File: src/hw/rtl/polygon_metrics_core_defines.svh
// ----------------------------------------------------------------------------
// Polygon metrics core - assertion macros
// Shared concurrent assertion shorthands, clocked on clk_i, off during reset.
// ----------------------------------------------------------------------------
`ifndef POLYGON_METRICS_CORE_DEFINES_SVH
`define POLYGON_METRICS_CORE_DEFINES_SVH

// Condition that must hold at every clock edge
`define PM_ASSERT_ALWAYS(lbl, expr, msg) \
  lbl: assert property (@(posedge clk_i) disable iff (!rst_ni) (expr)) else $error(msg);

// Consequent that must hold in the same cycle as the antecedent
`define PM_ASSERT_IMPL(lbl, ante, cons, msg) \
  lbl: assert property (@(posedge clk_i) disable iff (!rst_ni) (ante) |-> (cons)) \
    else $error(msg);

`endif

File: src/hw/rtl/pm_pkg.sv
// ----------------------------------------------------------------------------
// Polygon metrics package
// Field widths, item types and shared constants of the polygon metrics core.
// ----------------------------------------------------------------------------
package pm_pkg;

  localparam int unsigned COORD_W          = 16;          // Q8.8 coordinate
  localparam int unsigned EXT_W            = COORD_W + 1; // sums and differences
  localparam int unsigned PROD_W           = 2 * EXT_W;   // one product
  localparam int unsigned AREA_W           = 41;
  localparam int unsigned PERIM_W          = 25;
  localparam int unsigned TOTAL_W          = 9;
  localparam int unsigned MAX_VERTICES_DEF = 256;
  localparam int unsigned QUEUE_DEPTH_DEF  = 4;

  typedef struct packed {
    logic signed [COORD_W-1:0] x;
    logic signed [COORD_W-1:0] y;
  } pm_vtx_t;

  typedef struct packed {
    logic signed [COORD_W-1:0] vertex_x;
    logic signed [COORD_W-1:0] vertex_y;
    logic                      last;
  } pm_in_t;

  typedef struct packed {
    logic [AREA_W-1:0]         area;
    logic                      area_valid;
    logic                      convex;
    logic [PERIM_W-1:0]        perimeter;
    logic signed [COORD_W-1:0] centroid_x;
    logic signed [COORD_W-1:0] centroid_y;
    logic [TOTAL_W-1:0]        vertex_total;
    logic                      overflow;
  } pm_out_t;

  // Classification made by the front end
  typedef enum logic [1:0] {
    KIND_FIRST,
    KIND_NEXT,
    KIND_DROP
  } pm_kind_e;

  typedef struct packed {
    pm_in_t   vtx;
    pm_kind_e kind;
  } pm_qitem_t;

endpackage

File: src/hw/rtl/pm_queue.sv
// ----------------------------------------------------------------------------
// Polygon metrics item queue
// Small register FIFO between the front end and the back end.
// ----------------------------------------------------------------------------
module pm_queue #(
  parameter int unsigned WIDTH = 8,
  parameter int unsigned DEPTH = 4
) (
  input  logic             clk_i,
  input  logic             rst_ni,
  input  logic             push_i,
  input  logic [WIDTH-1:0] data_i,
  output logic             full_o,
  input  logic             pop_i,
  output logic [WIDTH-1:0] data_o,
  output logic             empty_o
);

  localparam int unsigned PTR_W = (DEPTH > 1) ? $clog2(DEPTH) : 1;
  localparam int unsigned CNT_W = $clog2(DEPTH + 1);

  logic [WIDTH-1:0] mem_q [DEPTH];
  logic [PTR_W-1:0] wr_q, rd_q;
  logic [CNT_W-1:0] cnt_q;
  logic             do_push, do_pop;

  assign full_o  = (cnt_q == CNT_W'(DEPTH));
  assign empty_o = (cnt_q == '0);
  assign do_push = push_i && !full_o;
  assign do_pop  = pop_i && !empty_o;
  assign data_o  = mem_q[rd_q];

  // storage, payload needs no reset
  always_ff @(posedge clk_i) begin
    if (do_push) begin
      mem_q[wr_q] <= data_i;
    end
  end

  // pointers and fill level
  always_ff @(posedge clk_i or negedge rst_ni) begin
    if (!rst_ni) begin
      wr_q  <= '0;
      rd_q  <= '0;
      cnt_q <= '0;
    end else begin
      if (do_push) begin
        wr_q <= (wr_q == PTR_W'(DEPTH - 1)) ? '0 : wr_q + 1'b1;
      end
      if (do_pop) begin
        rd_q <= (rd_q == PTR_W'(DEPTH - 1)) ? '0 : rd_q + 1'b1;
      end
      if (do_push && !do_pop) begin
        cnt_q <= cnt_q + 1'b1;
      end else if (do_pop && !do_push) begin
        cnt_q <= cnt_q - 1'b1;
      end
    end
  end

endmodule

File: src/hw/rtl/pm_isqrt.sv
// ----------------------------------------------------------------------------
// Polygon metrics square root
// Truncated integer square root, two radicand bits per cycle.
// ----------------------------------------------------------------------------
module pm_isqrt #(
  parameter int unsigned RAD_W = 34
) (
  input  logic               clk_i,
  input  logic               rst_ni,
  input  logic               start_i,
  input  logic [RAD_W-1:0]   rad_i,
  output logic               done_o,
  output logic [RAD_W/2-1:0] root_o
);

  localparam int unsigned RT_W  = RAD_W / 2;
  localparam int unsigned SC_W  = $clog2(RT_W + 1);

  logic              busy_q, done_q;
  logic [SC_W-1:0]   step_q;
  logic [RAD_W-1:0]  rad_q;
  logic [RT_W+1:0]   rem_q;
  logic [RT_W-1:0]   root_q;
  logic [RT_W+3:0]   rem_n, trial;
  logic              ge;

  // one digit step
  always_comb begin
    rem_n = {rem_q, rad_q[RAD_W-1 -: 2]};
    trial = (RT_W + 4)'({root_q, 2'b01});
    ge    = (rem_n >= trial);
  end

  always_ff @(posedge clk_i or negedge rst_ni) begin
    if (!rst_ni) begin
      busy_q <= 1'b0;
      done_q <= 1'b0;
      step_q <= '0;
      rad_q  <= '0;
      rem_q  <= '0;
      root_q <= '0;
    end else begin
      done_q <= 1'b0;
      if (start_i) begin
        busy_q <= 1'b1;
        step_q <= SC_W'(RT_W);
        rad_q  <= rad_i;
        rem_q  <= '0;
        root_q <= '0;
      end else if (busy_q) begin
        rad_q  <= {rad_q[RAD_W-3:0], 2'b00};
        rem_q  <= ge ? (RT_W + 2)'(rem_n - trial) : (RT_W + 2)'(rem_n);
        root_q <= {root_q[RT_W-2:0], ge};
        step_q <= step_q - 1'b1;
        if (step_q == SC_W'(1)) begin
          busy_q <= 1'b0;
          done_q <= 1'b1;
        end
      end
    end
  end

  assign done_o = done_q;
  assign root_o = root_q;

endmodule

File: src/hw/rtl/pm_div.sv
// ----------------------------------------------------------------------------
// Polygon metrics divider
// Signed by unsigned restoring division, one quotient bit per cycle.
// ----------------------------------------------------------------------------
module pm_div #(
  parameter int unsigned DVD_W = 25,
  parameter int unsigned DVS_W = 9
) (
  input  logic                    clk_i,
  input  logic                    rst_ni,
  input  logic                    start_i,
  input  logic signed [DVD_W-1:0] dividend_i,
  input  logic [DVS_W-1:0]        divisor_i,
  output logic                    done_o,
  output logic signed [DVD_W:0]   quotient_o
);

  localparam int unsigned SC_W = $clog2(DVD_W + 1);

  logic             busy_q, done_q, neg_q;
  logic [SC_W-1:0]  step_q;
  logic [DVD_W-1:0] dvd_q, quo_q, mag;
  logic [DVS_W-1:0] dvs_q, rem_q;
  logic [DVS_W:0]   rem_n;
  logic             ge;

  always_comb begin
    mag   = dividend_i[DVD_W-1] ? DVD_W'(-dividend_i) : DVD_W'(dividend_i);
    rem_n = {rem_q, dvd_q[DVD_W-1]};
    ge    = (rem_n >= {1'b0, dvs_q});
  end

  always_ff @(posedge clk_i or negedge rst_ni) begin
    if (!rst_ni) begin
      busy_q <= 1'b0;
      done_q <= 1'b0;
      neg_q  <= 1'b0;
      step_q <= '0;
      dvd_q  <= '0;
      quo_q  <= '0;
      dvs_q  <= '0;
      rem_q  <= '0;
    end else begin
      done_q <= 1'b0;
      if (start_i) begin
        busy_q <= 1'b1;
        step_q <= SC_W'(DVD_W);
        neg_q  <= dividend_i[DVD_W-1];
        dvd_q  <= mag;
        dvs_q  <= divisor_i;
        rem_q  <= '0;
        quo_q  <= '0;
      end else if (busy_q) begin
        dvd_q  <= {dvd_q[DVD_W-2:0], 1'b0};
        rem_q  <= ge ? DVS_W'(rem_n - {1'b0, dvs_q}) : DVS_W'(rem_n);
        quo_q  <= {quo_q[DVD_W-2:0], ge};
        step_q <= step_q - 1'b1;
        if (step_q == SC_W'(1)) begin
          busy_q <= 1'b0;
          done_q <= 1'b1;
        end
      end
    end
  end

  // sign restored: truncation toward zero
  assign quotient_o = neg_q ? -$signed({1'b0, quo_q}) : $signed({1'b0, quo_q});
  assign done_o     = done_q;

endmodule

File: src/hw/rtl/pm_engine.sv
// ----------------------------------------------------------------------------
// Polygon metrics back end
// Sequencer over one shared multiplier, square root and dividers; result reg.
// ----------------------------------------------------------------------------
`include "polygon_metrics_core_defines.svh"

module pm_engine import pm_pkg::*; #(
  parameter int unsigned MAX_VERTICES = MAX_VERTICES_DEF
) (
  input  logic      clk_i,
  input  logic      rst_ni,
  input  logic      q_valid_i,
  input  pm_qitem_t q_item_i,
  output logic      q_pop_o,
  output logic      res_valid_o,
  output pm_out_t   res_o,
  input  logic      res_pop_i
);

  localparam int unsigned CNT_W  = $clog2(MAX_VERTICES + 1);
  localparam int unsigned SUM_W  = COORD_W + CNT_W;
  localparam int unsigned SHOE_W = PROD_W + CNT_W;
  localparam int unsigned MAG_W  = (SHOE_W > AREA_W) ? SHOE_W : AREA_W + 1;
  localparam int unsigned PS_W   = ((EXT_W > PERIM_W) ? EXT_W : PERIM_W) + 1;
  localparam int unsigned TOT_EW = (CNT_W > TOTAL_W) ? CNT_W : TOTAL_W;
  localparam logic [AREA_W-1:0]  AREA_MAX  = '1;
  localparam logic [PERIM_W-1:0] PERIM_MAX = '1;

  typedef enum logic [3:0] {
    ST_IDLE, ST_EDGE_XX, ST_EDGE_YY, ST_EDGE_AREA, ST_EDGE_ROOT, ST_ROOT_WAIT,
    ST_CROSS_A, ST_CROSS_B, ST_CROSS_CHK, ST_UPDATE, ST_CLOSE, ST_DIV,
    ST_DIV_WAIT, ST_OUT
  } state_e;

  state_e                   state_q;
  pm_vtx_t                  first_q, second_q, prev_q, bprev_q, cur_q;
  pm_vtx_t                  ep_q, ec_q, ca_q, cb_q, cc_q;
  logic [CNT_W-1:0]         cnt_q;
  logic signed [SHOE_W-1:0] shoe_q;
  logic [PERIM_W-1:0]       perim_q;
  logic signed [SUM_W-1:0]  sumx_q, sumy_q;
  logic                     ref_q, convex_q, ovf_q, closing_q, last_q, corner2_q;
  logic signed [PROD_W-1:0] mul_q, crs_q;
  logic [PROD_W-1:0]        sq_q, rad_q;
  logic                     res_valid_q;
  pm_out_t                  res_q;

  logic signed [EXT_W-1:0]  mul_a, mul_b;
  logic signed [PROD_W-1:0] prod;
  logic signed [PROD_W:0]   cross_diff;
  logic                     cross_neg;
  logic                     root_start, root_done, div_start, divx_done, divy_done;
  logic [EXT_W-1:0]         root;
  logic [PS_W-1:0]          perim_sum;
  logic signed [SUM_W:0]    quo_x, quo_y;
  logic [SHOE_W-1:0]        mag;
  logic [MAG_W-1:0]         mag_ext;
  logic [TOT_EW-1:0]        tot_ext;
  logic                     convex_eff, area_ok;
  pm_vtx_t                  vin;
  pm_out_t                  res_d;

  function automatic logic signed [EXT_W-1:0] ext(input logic signed [COORD_W-1:0] v);
    return EXT_W'(v);
  endfunction

  assign vin.x = q_item_i.vtx.vertex_x;
  assign vin.y = q_item_i.vtx.vertex_y;

  // shared multiplier operand select
  always_comb begin
    case (state_q)
      ST_EDGE_XX: begin
        mul_a = ext(ep_q.x) - ext(ec_q.x);
        mul_b = mul_a;
      end
      ST_EDGE_YY: begin
        mul_a = ext(ep_q.y) - ext(ec_q.y);
        mul_b = mul_a;
      end
      ST_EDGE_AREA: begin
        mul_a = ext(ep_q.x) + ext(ec_q.x);
        mul_b = ext(ep_q.y) - ext(ec_q.y);
      end
      ST_CROSS_A: begin
        mul_a = ext(cb_q.x) - ext(ca_q.x);
        mul_b = ext(cc_q.y) - ext(cb_q.y);
      end
      ST_CROSS_B: begin
        mul_a = ext(cb_q.y) - ext(ca_q.y);
        mul_b = ext(cc_q.x) - ext(cb_q.x);
      end
      default: begin
        mul_a = '0;
        mul_b = '0;
      end
    endcase
    prod       = mul_a * mul_b;
    cross_diff = (PROD_W + 1)'(crs_q) - (PROD_W + 1)'(mul_q);
    cross_neg  = cross_diff[PROD_W];
  end

  assign q_pop_o    = (state_q == ST_IDLE) && q_valid_i;
  assign root_start = (state_q == ST_EDGE_ROOT);
  assign div_start  = (state_q == ST_DIV);
  assign perim_sum  = PS_W'(perim_q) + PS_W'(root);

  pm_isqrt #(.RAD_W(PROD_W)) u_isqrt (
    .clk_i   (clk_i),
    .rst_ni  (rst_ni),
    .start_i (root_start),
    .rad_i   (rad_q),
    .done_o  (root_done),
    .root_o  (root)
  );

  pm_div #(.DVD_W(SUM_W), .DVS_W(CNT_W)) u_div_x (
    .clk_i      (clk_i),
    .rst_ni     (rst_ni),
    .start_i    (div_start),
    .dividend_i (sumx_q),
    .divisor_i  (cnt_q),
    .done_o     (divx_done),
    .quotient_o (quo_x)
  );

  pm_div #(.DVD_W(SUM_W), .DVS_W(CNT_W)) u_div_y (
    .clk_i      (clk_i),
    .rst_ni     (rst_ni),
    .start_i    (div_start),
    .dividend_i (sumy_q),
    .divisor_i  (cnt_q),
    .done_o     (divy_done),
    .quotient_o (quo_y)
  );

  // result assembly
  always_comb begin
    mag        = shoe_q[SHOE_W-1] ? SHOE_W'(-shoe_q) : SHOE_W'(shoe_q);
    mag_ext    = MAG_W'(mag);
    tot_ext    = TOT_EW'(cnt_q);
    convex_eff = convex_q && (cnt_q >= CNT_W'(3));
    area_ok    = convex_eff && (mag != '0);
    res_d.area         = !area_ok ? '0 :
                         (mag_ext > MAG_W'(AREA_MAX)) ? AREA_MAX : mag_ext[AREA_W-1:0];
    res_d.area_valid   = area_ok;
    res_d.convex       = convex_eff;
    res_d.perimeter    = perim_q;
    res_d.centroid_x   = (cnt_q == '0) ? '0 : quo_x[COORD_W-1:0];
    res_d.centroid_y   = (cnt_q == '0) ? '0 : quo_y[COORD_W-1:0];
    res_d.vertex_total = tot_ext[TOTAL_W-1:0];
    res_d.overflow     = ovf_q;
  end

  // sequencer, polygon state and result register
  always_ff @(posedge clk_i or negedge rst_ni) begin
    if (!rst_ni) begin
      state_q     <= ST_IDLE;
      first_q     <= '0;
      second_q    <= '0;
      prev_q      <= '0;
      bprev_q     <= '0;
      cur_q       <= '0;
      ep_q        <= '0;
      ec_q        <= '0;
      ca_q        <= '0;
      cb_q        <= '0;
      cc_q        <= '0;
      cnt_q       <= '0;
      shoe_q      <= '0;
      perim_q     <= '0;
      sumx_q      <= '0;
      sumy_q      <= '0;
      ref_q       <= 1'b0;
      convex_q    <= 1'b1;
      ovf_q       <= 1'b0;
      closing_q   <= 1'b0;
      last_q      <= 1'b0;
      corner2_q   <= 1'b0;
      mul_q       <= '0;
      crs_q       <= '0;
      sq_q        <= '0;
      rad_q       <= '0;
      res_valid_q <= 1'b0;
      res_q       <= '0;
    end else begin
      // drain the result register; ST_OUT handles its own refill
      if (res_pop_i && res_valid_q && (state_q != ST_OUT)) begin
        res_valid_q <= 1'b0;
      end
      case (state_q)
        ST_IDLE: begin
          if (q_valid_i) begin
            case (q_item_i.kind)
              KIND_DROP: begin
                ovf_q <= 1'b1;
                if (q_item_i.vtx.last) state_q <= ST_CLOSE;
              end
              KIND_FIRST: begin
                first_q <= vin;
                bprev_q <= prev_q;
                prev_q  <= vin;
                sumx_q  <= sumx_q + SUM_W'(vin.x);
                sumy_q  <= sumy_q + SUM_W'(vin.y);
                cnt_q   <= cnt_q + 1'b1;
                if (q_item_i.vtx.last) state_q <= ST_CLOSE;
              end
              default: begin
                cur_q     <= vin;
                ep_q      <= prev_q;
                ec_q      <= vin;
                last_q    <= q_item_i.vtx.last;
                closing_q <= 1'b0;
                state_q   <= ST_EDGE_XX;
              end
            endcase
          end
        end
        ST_EDGE_XX: begin
          mul_q   <= prod;
          state_q <= ST_EDGE_YY;
        end
        ST_EDGE_YY: begin
          sq_q    <= unsigned'(mul_q);
          mul_q   <= prod;
          state_q <= ST_EDGE_AREA;
        end
        ST_EDGE_AREA: begin
          rad_q   <= sq_q + unsigned'(mul_q);
          mul_q   <= prod;
          state_q <= ST_EDGE_ROOT;
        end
        ST_EDGE_ROOT: begin
          shoe_q  <= shoe_q + SHOE_W'(mul_q);
          state_q <= ST_ROOT_WAIT;
        end
        ST_ROOT_WAIT: begin
          if (root_done) begin
            perim_q <= (perim_sum > PS_W'(PERIM_MAX)) ? PERIM_MAX : perim_sum[PERIM_W-1:0];
            if (closing_q) begin
              if (cnt_q >= CNT_W'(3)) begin
                ca_q      <= bprev_q;
                cb_q      <= prev_q;
                cc_q      <= first_q;
                corner2_q <= 1'b1;
                state_q   <= ST_CROSS_A;
              end else begin
                state_q <= ST_DIV;
              end
            end else if (cnt_q >= CNT_W'(2)) begin
              ca_q    <= bprev_q;
              cb_q    <= prev_q;
              cc_q    <= cur_q;
              state_q <= ST_CROSS_A;
            end else begin
              state_q <= ST_UPDATE;
            end
          end
        end
        ST_CROSS_A: begin
          mul_q   <= prod;
          state_q <= ST_CROSS_B;
        end
        ST_CROSS_B: begin
          crs_q   <= mul_q;
          mul_q   <= prod;
          state_q <= ST_CROSS_CHK;
        end
        ST_CROSS_CHK: begin
          // first corner sets the reference sign, the rest must match it
          if (!closing_q && (cnt_q == CNT_W'(2))) begin
            ref_q <= cross_neg;
          end else if (cross_neg != ref_q) begin
            convex_q <= 1'b0;
          end
          if (!closing_q) begin
            state_q <= ST_UPDATE;
          end else if (corner2_q) begin
            ca_q      <= prev_q;
            cb_q      <= first_q;
            cc_q      <= second_q;
            corner2_q <= 1'b0;
            state_q   <= ST_CROSS_A;
          end else begin
            state_q <= ST_DIV;
          end
        end
        ST_UPDATE: begin
          if (cnt_q == CNT_W'(1)) second_q <= cur_q;
          sumx_q  <= sumx_q + SUM_W'(cur_q.x);
          sumy_q  <= sumy_q + SUM_W'(cur_q.y);
          bprev_q <= prev_q;
          prev_q  <= cur_q;
          cnt_q   <= cnt_q + 1'b1;
          state_q <= last_q ? ST_CLOSE : ST_IDLE;
        end
        ST_CLOSE: begin
          // wraparound edge from the last vertex back to the first
          closing_q <= 1'b1;
          if (cnt_q != '0) begin
            ep_q    <= prev_q;
            ec_q    <= first_q;
            state_q <= ST_EDGE_XX;
          end else begin
            state_q <= ST_DIV;
          end
        end
        ST_DIV: begin
          state_q <= ST_DIV_WAIT;
        end
        ST_DIV_WAIT: begin
          if (divx_done) state_q <= ST_OUT;
        end
        ST_OUT: begin
          if (!res_valid_q || res_pop_i) begin
            res_q       <= res_d;
            res_valid_q <= 1'b1;
            first_q     <= '0;
            second_q    <= '0;
            prev_q      <= '0;
            bprev_q     <= '0;
            cnt_q       <= '0;
            shoe_q      <= '0;
            perim_q     <= '0;
            sumx_q      <= '0;
            sumy_q      <= '0;
            ref_q       <= 1'b0;
            convex_q    <= 1'b1;
            ovf_q       <= 1'b0;
            closing_q   <= 1'b0;
            state_q     <= ST_IDLE;
          end
        end
        default: state_q <= ST_IDLE;
      endcase
    end
  end

  assign res_valid_o = res_valid_q;
  assign res_o       = res_q;

  // checks
  `PM_ASSERT_IMPL(a_pop_has_item, q_pop_o, q_valid_i, "queue popped while empty")
  `PM_ASSERT_ALWAYS(a_cnt_bound, cnt_q <= CNT_W'(MAX_VERTICES), "vertex count past capacity")
  `PM_ASSERT_IMPL(a_root_expected, root_done, state_q == ST_ROOT_WAIT, "stray root result")
  `PM_ASSERT_IMPL(a_div_paired, divx_done, divy_done && state_q == ST_DIV_WAIT,
                  "divider results out of step")

endmodule

File: src/hw/rtl/polygon_metrics_core.sv
// ----------------------------------------------------------------------------
// Polygon metrics core - top level
// Streams polygon vertices in and returns area, convexity, perimeter, centroid.
// ----------------------------------------------------------------------------
// Usage:
//   Input channel: one vertex per item on in_item_i, taken when push is high
//   and full is low. The item with last set closes the polygon.
//   Result channel: one result per polygon on out_item_o while empty is low,
//   taken when pop is high. A result waits in its own register, so the next
//   polygon's vertices keep flowing into the queue while the receiver stalls,
//   until the queue fills.
//   Per vertex, the back end forms up to five products on the shared
//   multiplier and runs the edge length through the 17-step square-root
//   unit, and it takes the next vertex only once it is through with the
//   last. The last vertex adds the closing edge, two corner checks and the
//   centroid division before the result appears.
//   The front end classifies each vertex (first, following, or dropped past
//   capacity) and queues it, so push sees a short queue, not the back end.
//   Reset clears the queue, all running sums and any pending result; no
//   clearing pass is needed.
// ----------------------------------------------------------------------------
module polygon_metrics_core import pm_pkg::*; #(
  parameter int unsigned MAX_VERTICES = MAX_VERTICES_DEF,
  parameter int unsigned QUEUE_DEPTH  = QUEUE_DEPTH_DEF
) (
  input  logic    clk_i,
  input  logic    rst_ni,
  input  logic    push,
  output logic    full,
  input  pm_in_t  in_item_i,
  output logic    empty,
  input  logic    pop,
  output pm_out_t out_item_o
);

  localparam int unsigned CNT_W = $clog2(MAX_VERTICES + 1);

  logic [CNT_W-1:0] fcnt_q;
  logic             accept, q_empty, q_pop, res_valid;
  pm_qitem_t        f_item, q_item;
  logic [$bits(pm_qitem_t)-1:0] q_rdata;

  assign accept = push && !full;

  // front end: classify each vertex against the per-polygon count
  always_comb begin
    f_item.vtx = in_item_i;
    if (fcnt_q >= CNT_W'(MAX_VERTICES)) begin
      f_item.kind = KIND_DROP;
    end else if (fcnt_q == '0) begin
      f_item.kind = KIND_FIRST;
    end else begin
      f_item.kind = KIND_NEXT;
    end
  end

  always_ff @(posedge clk_i or negedge rst_ni) begin
    if (!rst_ni) begin
      fcnt_q <= '0;
    end else if (accept) begin
      if (in_item_i.last) begin
        fcnt_q <= '0;
      end else if (f_item.kind != KIND_DROP) begin
        fcnt_q <= fcnt_q + 1'b1;
      end
    end
  end

  pm_queue #(.WIDTH($bits(pm_qitem_t)), .DEPTH(QUEUE_DEPTH)) u_queue (
    .clk_i   (clk_i),
    .rst_ni  (rst_ni),
    .push_i  (accept),
    .data_i  (f_item),
    .full_o  (full),
    .pop_i   (q_pop),
    .data_o  (q_rdata),
    .empty_o (q_empty)
  );

  assign q_item = pm_qitem_t'(q_rdata);

  pm_engine #(.MAX_VERTICES(MAX_VERTICES)) u_engine (
    .clk_i       (clk_i),
    .rst_ni      (rst_ni),
    .q_valid_i   (!q_empty),
    .q_item_i    (q_item),
    .q_pop_o     (q_pop),
    .res_valid_o (res_valid),
    .res_o       (out_item_o),
    .res_pop_i   (pop)
  );

  assign empty = !res_valid;

endmodule

File: config.mk
export PLATFORM = sky130hd
export DESIGN_NAME = polygon_metrics_core
export DESIGN_NICKNAME = d
export VERILOG_FILES = /design/src/hw/rtl/pm_pkg.sv /design/src/hw/rtl/pm_queue.sv /design/src/hw/rtl/pm_isqrt.sv /design/src/hw/rtl/pm_div.sv /design/src/hw/rtl/pm_engine.sv /design/src/hw/rtl/polygon_metrics_core.sv
export VERILOG_INCLUDE_DIRS = /design/src /design/src/hw/rtl
export SDC_FILE = /design/constraint.sdc
export NUM_CORES = 2
export LEC_CHECK = 0
export BUFFER_PORTS_ARGS = -buffer_cell sky130_fd_sc_hd__buf_2
export CAP_MARGIN = 20
export CORE_UTILIZATION = 50
export DETAILED_ROUTE_END_ITERATION = 8
export GPL_ROUTABILITY_DRIVEN = 0
export GPL_TIMING_DRIVEN = 0
export HOLD_SLACK_MARGIN = 0.06
export PLACE_DENSITY = 0.77
export SLEW_MARGIN = 20
export SYNTH_ARGS = -nofsm -noshare
export SYNTH_HDL_FRONTEND = slang
export SYNTH_HIERARCHICAL = 1
export SYNTH_SLANG_ARGS = --single-unit
File: constraint.sdc
create_clock -name clk_i -period 9.15 [get_ports clk_i]
set_clock_uncertainty 0.1 [all_clocks]
set_input_delay 0.915 -clock clk_i [delete_from_list [all_inputs] [get_ports clk_i]]
set_output_delay 0.915 -clock clk_i [all_outputs]
set_load 0.01 [all_outputs]
==> flow_metrics.tcl <==
set metrics [dict create \
    cp_num_buf_inv 5 \
    clkSinkCount 1070 \
    final_util_pct 56.4 \
    cts_root_buf "clkbuf_16" \
    worstPathArrival_ns 9.55 \
    setup_viol_count_final 0 \
    clock_path_buffers 3 \
    die-area_mm2 0.148 \
    cp-end-kind "flop" \
    path_clk_slew_ns 0.07 \
    die_y_um 384 \
    routed_wl_um 213000 \
    wire_per_inst_um 21.1 \
    yosys_warnings 6 \
    status "finished, final reports clean" \
    crit_family "adder cells" \
    final_common_cell "nand2_1" \
    dp_cells 9838 \
    grt_pass1_vias 59100 \
    vias 60800 \
    rrSetupSlack_ns 0.12 \
    crit_start "u_engine/state_q[2]$_DFFE_PN0P_" \
    dieWidth_um 384 \
    grt_max_degree 146 \
    tightest_slew_ns 1.26 \
    cp_max_fo 10 \
    ios 149 \
    hold_path.class "in2reg" \
    num-nets-final 8855 \
    cp.depth 29 \
    slew_headroom_pct 16.2 \
    finalWorstPathRequiredPeriod_ns 9.03 \
    cts_tree "done" \
    min_period_over_period_pct 98.7 \
    rows 139 \
    grt_pass1_wl_um 330000 \
    fp.coreArea_mm2 0.144 \
    fillers 12200 \
    htree_levels 3 \
    crit_required_ns 9.67 \
    slew_violations 0 \
    worstSetupPathType "reg2reg" \
    tns_ns 0 \
    io_buffers 148 \
    hold_violations 0 \
    syn_area_mm2 0.0731 \
    timing.fmax_mhz 111 \
    slowest_stage "fa_1" \
    syn_inst 7761 \
    final_cell_mix "1,042 x nand2_1, 925 x dfrtp_1, 610 x o21ai_0" \
    grt_use_total_pct 28.3 \
    dr.pass1.iters 8 \
    drt.antenna.violating_nets 0 \
    overflow 0 \
    antenna_found_initial 6 \
    initialDrtViolationCount 6038 \
    hpwl_um 163000 \
    fin_ws_ns 0.121 \
    syn_to_final_growth_pct 11.4 \
    timing.rr.start "u_engine/state_q[2]$_DFFE_PN0P_" \
    syn-num-nets 8539 \
    vias_per_cell 6.04 \
    dp_slack_ns -1.14 \
    drive_gt1_share_pct 9.95 \
    initial_core_util_pct 50.6 \
    start_kind "flop" \
    r2r-end "u_engine/mul_q[29]$_DFFE_PN0P_" \
    slowest_delay_ns 0.55 \
    crit_end "u_engine/mul_q[29]$_DFFE_PN0P_" \
    remaining_drc_errors 0 \
    clock_latency_ns 0.76 \
    worstRegToRegCells 29 \
    maxCapViolCount 0 \
    avgSynthCellArea_um2 9.41 \
    fin_cells 10100 \
    cts_buffers 108 \
    cpMostUsedCell "fa_1" \
]
routing by layer:
metal	track usage (%)	vias up	share of wire, %	wire length [µm]
li1	-	27500	-	-
met3	5.32	631	9.0	19200
met4	13.7	6	5.5	11600
met2	44.6	2904	45	95900
met5	0	-	0.017	36
met1	37.4	29800	40	85800
per-stage QoR:
step	instance area [µm²]	hold WS (ns)
4_1_cts	80600	0.241
2_1_floorplan	73100	0.337
3_5_place_dp	76700	0.355
5_1_grt	81400	0.258
3_3_place_gp	76200	0.350
6_report	81400	0.277
layout make-up:
cell class                      count  area (µm²)  share of cell area, %
Antenna cell                        3        7.51                0.00922
Inverter                          605        2270                   2.79
Timing Repair Buffer              215        1480                   1.82
Buffer                            368        1640                   2.02
Clock inverter                     58         772                  0.949
Sequential cell                  1070       27500                   33.8
Multi-Input combinational cell   5709       42300                   52.0
Tap cell                         1903        2380                   2.93
Clock buffer                      144        3000                   3.68
state kept, by name, summed over array words and instances, names as in the netlist, 34 cells and up:
register,cells
u_engine/rad_q,34
u_engine/sq_q,34
u_engine/shoe_q,43
u_engine/crs_q,34
u_engine/u_isqrt/rad_q,34
u_engine/res_o,110
u_engine/mul_q,34
u_queue/mem_q,140
how the worst min path moves through the flow:
stage	from	to	depth (start not counted)
finish	in_item_i[24]	u_queue/mem_q[0][26]$_DFFE_PP_	1
global route	in_item_i[24]	u_queue/mem_q[0][26]$_DFFE_PP_	1
CTS	in_item_i[25]	u_queue/mem_q[1][27]$_DFFE_PP_	1
detailed placement	u_engine/bprev_q[0]$_DFFE_PN0P_	u_engine/bprev_q[0]$_DFFE_PN0P_	2
global placement	u_engine/bprev_q[5]$_DFFE_PN0P_	u_engine/bprev_q[5]$_DFFE_PN0P_	2
floorplan	u_engine/crs_q[0]$_DFFE_PN0P_	u_engine/crs_q[0]$_DFFE_PN0P_	2
timing repair:
| action | 4_1_cts | 5_1_grt |
|---|---|---|
| hold buffers | 1 | 0 |
| setup endpoints to repair | 15 | 14 |
| setup buffers | 7 | 32 |
| gates cloned | 0 | 1 |
| gates resized for setup | 45 | 141 |
| pin swaps | 9 | 51 |
| endpoints found under the hold margin | 79 | 0 |
Power is left out: the tool's default activity adds up to more than one toggle a clock period on the data nets, which glitch-free logic cannot reach.
